$ cat src/rtl/ata_pkg.sv
// ---------------------------------------------------------------------------
// ata_pkg: shared types and constants of the affine transform accumulator
// Holds command codes, sequencer states, CORDIC constants and helpers.
// ---------------------------------------------------------------------------
package ata_pkg;

	localparam int CordicSteps = 16;
	localparam int StepW = $clog2(CordicSteps + 1);

	localparam logic signed [31:0] OneQ16 = 32'sd65536;
	localparam logic signed [33:0] GainQ30 = 34'sd652032874;
	localparam logic signed [33:0] PiQ30 = 34'sd3373259426;
	localparam logic signed [33:0] HalfPiQ30 = 34'sd1686629713;

	typedef enum logic [2:0] {
		FUNC_FILL = 3'd0,
		FUNC_DIAG = 3'd1,
		FUNC_SCALE = 3'd2,
		FUNC_TRANS = 3'd3,
		FUNC_ROT = 3'd4
	} func_t;

	typedef enum logic [2:0] {
		ST_IDLE,
		ST_CORDIC,
		ST_MAC,
		ST_WRITE,
		ST_OUT
	} state_t;

	typedef struct packed {
		logic signed [31:0] m00, m01, m02, m10, m11, m12, m20, m21, m22;
	} mat_t;

	// Arctangent table in Q2.30, one entry per CORDIC step.
	function automatic logic signed [33:0] atan_q30(input logic [4:0] i);
		logic [31:0] v;
		case (i)
			5'd0: v = 32'h3243F6A8;  5'd1: v = 32'h1DAC6705;
			5'd2: v = 32'h0FADBAFC;  5'd3: v = 32'h07F56EA6;
			5'd4: v = 32'h03FEAB76;  5'd5: v = 32'h01FFD55B;
			5'd6: v = 32'h00FFFAAA;  5'd7: v = 32'h007FFF55;
			5'd8: v = 32'h003FFFEA;  5'd9: v = 32'h001FFFFD;
			5'd10: v = 32'h000FFFFF; 5'd11: v = 32'h0007FFFF;
			5'd12: v = 32'h0003FFFF; 5'd13: v = 32'h0001FFFF;
			5'd14: v = 32'h0000FFFF; 5'd15: v = 32'h00007FFF;
			5'd16: v = 32'h00003FFF; 5'd17: v = 32'h00001FFF;
			5'd18: v = 32'h00000FFF; 5'd19: v = 32'h000007FF;
			5'd20: v = 32'h000003FF; 5'd21: v = 32'h000001FF;
			5'd22: v = 32'h000000FF; 5'd23: v = 32'h0000007F;
			5'd24: v = 32'h0000003F; 5'd25: v = 32'h0000001F;
			5'd26: v = 32'h0000000F; 5'd27: v = 32'h00000007;
			5'd28: v = 32'h00000003; 5'd29: v = 32'h00000001;
			default: v = 32'h0;
		endcase
		return $signed({2'b00, v});
	endfunction

endpackage

$ cat src/rtl/ata_mac.sv
// ---------------------------------------------------------------------------
// ata_mac: shared multiply-accumulate for one matrix entry
// Takes one 32x32 product per cycle, keeps split high and low sums.
// ---------------------------------------------------------------------------
module ata_mac (
	input  logic clk,
	input  logic clear,
	input  logic en,
	input  logic signed [31:0] a,
	input  logic signed [31:0] b,
	output logic signed [31:0] result
);
	import ata_pkg::*;

	logic signed [63:0] prod_s1;
	logic vld_s1;
	logic signed [49:0] hi_q;
	logic [17:0] lo_q;
	logic signed [50:0] tot;

	// Product register, then accumulate.
	always_ff @(posedge clk) begin
		prod_s1 <= a * b;
		vld_s1 <= en;
		if (clear) begin
			hi_q <= '0;
			lo_q <= '0;
		end else if (vld_s1) begin
			hi_q <= hi_q + 50'(prod_s1 >>> 16);
			lo_q <= lo_q + {2'b00, prod_s1[15:0]};
		end
	end

	// Final sum with saturation to 32 bits.
	always_comb begin
		tot = 51'(hi_q) + 51'({1'b0, lo_q[17:16]});
		if (tot > 51'sd2147483647) result = 32'h7FFFFFFF;
		else if (tot < -51'sd2147483648) result = 32'h80000000;
		else result = tot[31:0];
	end
endmodule

$ cat config.mk
export PLATFORM = sky130hd
export DESIGN_NAME = ata_mac
export DESIGN_NICKNAME = d
export VERILOG_FILES = /design/src/rtl/ata_pkg.sv /design/src/rtl/ata_mac.sv
export SDC_FILE = /design/constraint.sdc
export NUM_CORES = 2
export LEC_CHECK = 0
export BUFFER_PORTS_ARGS = -buffer_cell sky130_fd_sc_hd__buf_2
export CORE_MARGIN = 5
export CORE_UTILIZATION = 29
export CTS_CLUSTER_DIAMETER = 200
export DETAILED_ROUTE_END_ITERATION = 10
export PLACE_DENSITY_LB_ADDON = 0.1
export RECOVER_POWER = 25
export SYNTH_ARGS = -nofsm -noshare
export SYNTH_HDL_FRONTEND = slang
export SYNTH_SLANG_ARGS = --single-unit
$ cat constraint.sdc
create_clock -name clk -period 9.5 [get_ports clk]
set_clock_uncertainty 0.05 [all_clocks]
set_input_delay 0.95 -clock clk [delete_from_list [all_inputs] [get_ports clk]]
set_output_delay 0.95 -clock clk [all_outputs]
set_load 0.005 [all_outputs]
==> After elaboration in Yosys (flattened, before gate mapping) <==
Cells that the tools add are included.
{ "totals": {"ff_bits": 133, "latch_bits": 0, "ramBits": 0, "mem_bits_ro": 0, "in_bits": 67, "output_inout_bits": 32, "wordCells": 12, "mem_count": 0} }
{ "classes": {"addsub": 3, "multipliers": 1, "div": 0, "order_cmp": 2, "eq_ne": 0, "n_shift": 0, "mux": 2, "bitwise": 0, "reduce_logical": 0} }
{ "ops": {"columns": ["cell", "n"], "rows": [
  ["multiplier 32 x 32 -> 64 bit", 1],
  ["2-to-1 mux 32 bit", 2],
  ["adder 50 x 3 -> 51 bit", 1],
  ["greater-than comparator 51 x 32 -> 1 bit, second input constant", 1],
  ["less-than comparator 51 x 32 -> 1 bit, second input constant", 1],
  ["adder 50 x 48 -> 50 bit", 1],
  ["adder 18 x 16 -> 18 bit", 1]
]} }

==> Longest topological paths before layout <==
{ "logic_depth": {"ltp_word": 4, "ltp_mapped": 29, "depth_no_buf": 27} }

==> Worst setup path after synthesis <==
Ideal clock, no wire load.
{ "synth_path": {"path_type": "input to register", "from": "input port a[31]", "to": "register prod_s1[62]", "setup_time_ns": 0.106, "arrival_time_ns": 8.331, "required_ns": 9.344, "slack_ns": 1.013, "stages": 24, "path_buffers": 1, "path_cell_list": "clkbuf_1 > nand2_1 > inv_1 > fa_1 > inv_1 > fa_1 > inv_1 > fa_1 > fa_1 > inv_1 > fa_1 > inv_1 > fa_1 > fa_1 > fa_1 > ha_1 > a21o_1 > a21o_1 > a221oi_1 > o2111ai_1 > a31oi_1 > o21ai_0 > a2111o_1 > o311ai_0"} }
{ "synth_between": {"elab_chain_len": 1} }
{ "synth_rtl": {"columns": ["item", "line", "rtl"], "rows": [
  ["start, declared", "ata_mac.sv:9", "input logic signed [31:0] a,"],
  ["multiplier 32 x 32 -> 64 bit", "ata_mac.sv:23", "prod_s1 <= a * b;"],
  ["end signal, assigned", "ata_mac.sv:23", null],
  ["end, declared", "ata_mac.sv:15", "logic signed [63:0] prod_s1;"]
]} }
No other way between the ends.
A chain may end at the register's enable or synchronous reset.

==> Worst setup path in the final report <==
{ "layout_path": {"from": "input port a[0]", "to": "register prod_s1[63]"} }
Same word-level chain as after synthesis.

==> flow_summary.yaml <==
routing:
  remaining_drc_errors: 0
  via_per_inst: 4.545
  antenna_left: 0
  wl_per_cell_um: 20.16
  vias: 31100
  detail_route.first_pass.iterations: 5
  routed_wl_mm: 137.9
  drt-initial-drc-count: 1442
cells_and_area:
  drive_above_1_share: 0.05508
  multi_input_area_um2: 36700
  fillers: 16140
  area_growth_syn_to_layout_pct: 8.434
  nets: 6201
  register_area_um2: 2664
  fin_area_um2: 47710
sta:
  slew_viol_final: 80
  fmax_mhz: 111.7
  fin_setup_tns_ns: 0
  rsz0062_at_grt: "no"
  slew-limit-headroom: -0.8739
  timing.hold.ws_ns: 0.4182
  min_period_ns: 8.954
  finalCritPeriodShare: 0.9425
  hold_violations: 0
  worstMarginPinSlew_ns: 2.811
  setup_violations: 0
critical_path:
  cp.required_ns: 9.76
  end_kind: "flip-flop"
  worstSetupStartpoint: "a[0]"
  arrival_ns: 9.21
  crit_type: "in -> reg"
  worst-path-max-fanout: 24
  rr_startpoint: "hi_q[12]"
  start_kind: "input port"
cts:
  cts_tree: "yes"
  cts_buffers: 17
  htreeDepth: 4
  ctsHoldBuffers: 0
  clock_latency_ns: 0.44
  post_cts_buffers: 0
  cts_resized: 0
  clk_pin_slew_ns: 0.06
  cts_root_buf: "clkbuf_16"
  clock_path_buffers: 2
  cts.sinks: 133
placed_design:
  hpwl_mm: 118.2
  portBuffers: 98
  place.gp.congestion: 0.7924
  place_area_um2: 47110
floorplanning:
  io_pins: 99
  dieArea_um2: 159600
  die_width_um: 399.5
  core_um2: 151400
  start_util: 0.2907
  die_height_um: 399.5
  row_count: 143
hold_path:
  min_path_type: "reg -> reg"
  hp-start: "lo_q[12]"
yosys:
  ys_ff_latch: 133
  async_flop_share: 0
  synth_cell_types: 72
  syn_avg_cell_area_um2: 9.167
  synth-warning-count: 0
  seq_area_frac_synth: 0.06051
  syn_inst: 4800
  synth_enable_flop_cells: 0
  synthesis.nets: 6203
  syn-cell-area_um2: 44000
  synth-main-ff-cell: "dfxtp_1"
global_route:
  grt_pass1_wl_mm: 217.7
  grt_max_degree: 55
  grt-ovfl-total: 0
  grt_pass1_vias: 35100
  groute.usage.overall: 0.1791
  antenna_found_initial: 9
run:
  maxCapViolCount: 2
run_status:
  violations: "max-capacitance violations, max-slew violations"
  status: "finished with violations"
==> per-layer routing <==
| metal | up-vias | global-route usage | part of all wire |
|---|---|---|---|
| met1 | 16160 | 0.2515 | 0.47 |
| met4 | 2 | 0.03445 | 0.020 |
| met2 | 459 | 0.3025 | 0.48 |
| li1 | 14370 | - | - |
| met5 | - | 0 | 0.000094 |
| met3 | 114 | 0.01750 | 0.031 |
==> cells in the mapped netlist, types with 10 or more instances <==
cell type / number / share of area
a31oi_1: 17 / 0.0024
o21ai_0: 92 / 0.010
nor4_1: 13 / 0.0018
xor2_1: 64 / 0.013
a211oi_1: 18 / 0.0031
a21oi_1: 126 / 0.014
a21o_1: 61 / 0.010
and3_1: 26 / 0.0037
ha_1: 251 / 0.071
dfxtp_1: 133 / 0.061
nand2b_1: 18 / 0.0026
xnor2_1: 89 / 0.018
nor2_1: 153 / 0.013
mux2i_1: 28 / 0.0064
nor3_1: 32 / 0.0036
nand3_1: 43 / 0.0049
nand2_1: 579 / 0.049
nand4_1: 22 / 0.0031
o21a_1: 19 / 0.0032
o211ai_1: 10 / 0.0017
and2_1: 526 / 0.075
o21bai_1: 16 / 0.0027
fa_1: 1085 / 0.49
nor2b_1: 20 / 0.0028
clkbuf_1: 227 / 0.019
inv_1: 1005 / 0.086
==> area by class of cell <==
| type | instances | area share |
|---|---|---|
| Multi-Input combinational cell | 3431 | 0.7692 |
| Inverter | 1006 | 0.07914 |
| Sequential cell | 133 | 0.05583 |
| Tap cell | 2030 | 0.05323 |
| Timing Repair Buffer | 209 | 0.02982 |
| Clock buffer | 17 | 0.008916 |
| Clock inverter | 15 | 0.003855 |
| Antenna cell | 1 | 0.00005245 |
==> final timing paths <==
path                 endpoint  slack, ns  cells past startpoint
setup / recovery  prod_s1[63]       0.55                     25
hold / removal       lo_q[12]       0.42                      2
setup reg to reg     hi_q[48]       5.69                     11
hold reg to reg      lo_q[12]       0.42                      2
==> worst max-delay path, stage by stage <==
cell,delay (ns)
clkbuf_1,1.13
clkbuf_1,0.26
nand2_1,0.09
fa_1,0.51
inv_1,0.05
ha_1,0.20
fa_1,0.36
inv_1,0.12
fa_1,0.42
inv_1,0.09
fa_1,0.46
fa_1,0.47
fa_1,0.54
fa_1,0.43
ha_1,0.36
nand2_1,0.10
nor2_1,0.33
nand3_1,0.30
a2111oi_4,0.56
o2111ai_2,0.25
a2111oi_2,0.55
o311ai_1,0.23
a21oi_1,0.20
o22ai_1,0.11
xnor2_1,0.14
==> sequential cells by signal, indices dropped and copies added, names as in the netlist <==
signal / cells
hi_q: 50
lo_q: 18
prod_s1: 64
vld_s1: 1
==> cell usage in the layout, fill, tap and decap left out, types with 26 or more instances in the layout <==
cell     Yosys  layout
buf_4        0      99
nor3_1      32      32
nand3_1     43      43
nand2_1    579     579
dfxtp_1    133     132
inv_1     1005    1005
a21o_1      61      61
nor2_1     153     153
buf_2        1      96
xnor2_1     89      89
o21ai_0     92      92
and2_1     526     525
and3_1      26      26
mux2i_1     28      28
xor2_1      64      64
fa_1      1085    1085
a21oi_1    126     126
ha_1       251     251
==> metrics by stage <==
stage | util | std cells | setup slack [ns]
after floorplan | - | 4800 | 1.013
after global placement | 0.3113 | 6809 | 0.06963
after detailed placement | 0.3113 | 6809 | 0.03895
after CTS | 0.3153 | 6841 | 0.5154
after global routing | 0.3152 | 6841 | 0.1394
final | 0.3152 | 6842 | 0.5464
==> kinds of logic after synthesis <==
family          count (synthesis)  synth area share
mux                            30          0.006881
buf+inv                      1236            0.1055
simple gates                 1471            0.1664
xor+xnor                      153           0.03045
compound gates                441           0.06529
flops                         133           0.06051
fa+ha+maj                    1336            0.5650
Power is left out: the tool's default activity adds up to more than one toggle a clock period on the data nets, which glitch-free logic cannot reach.
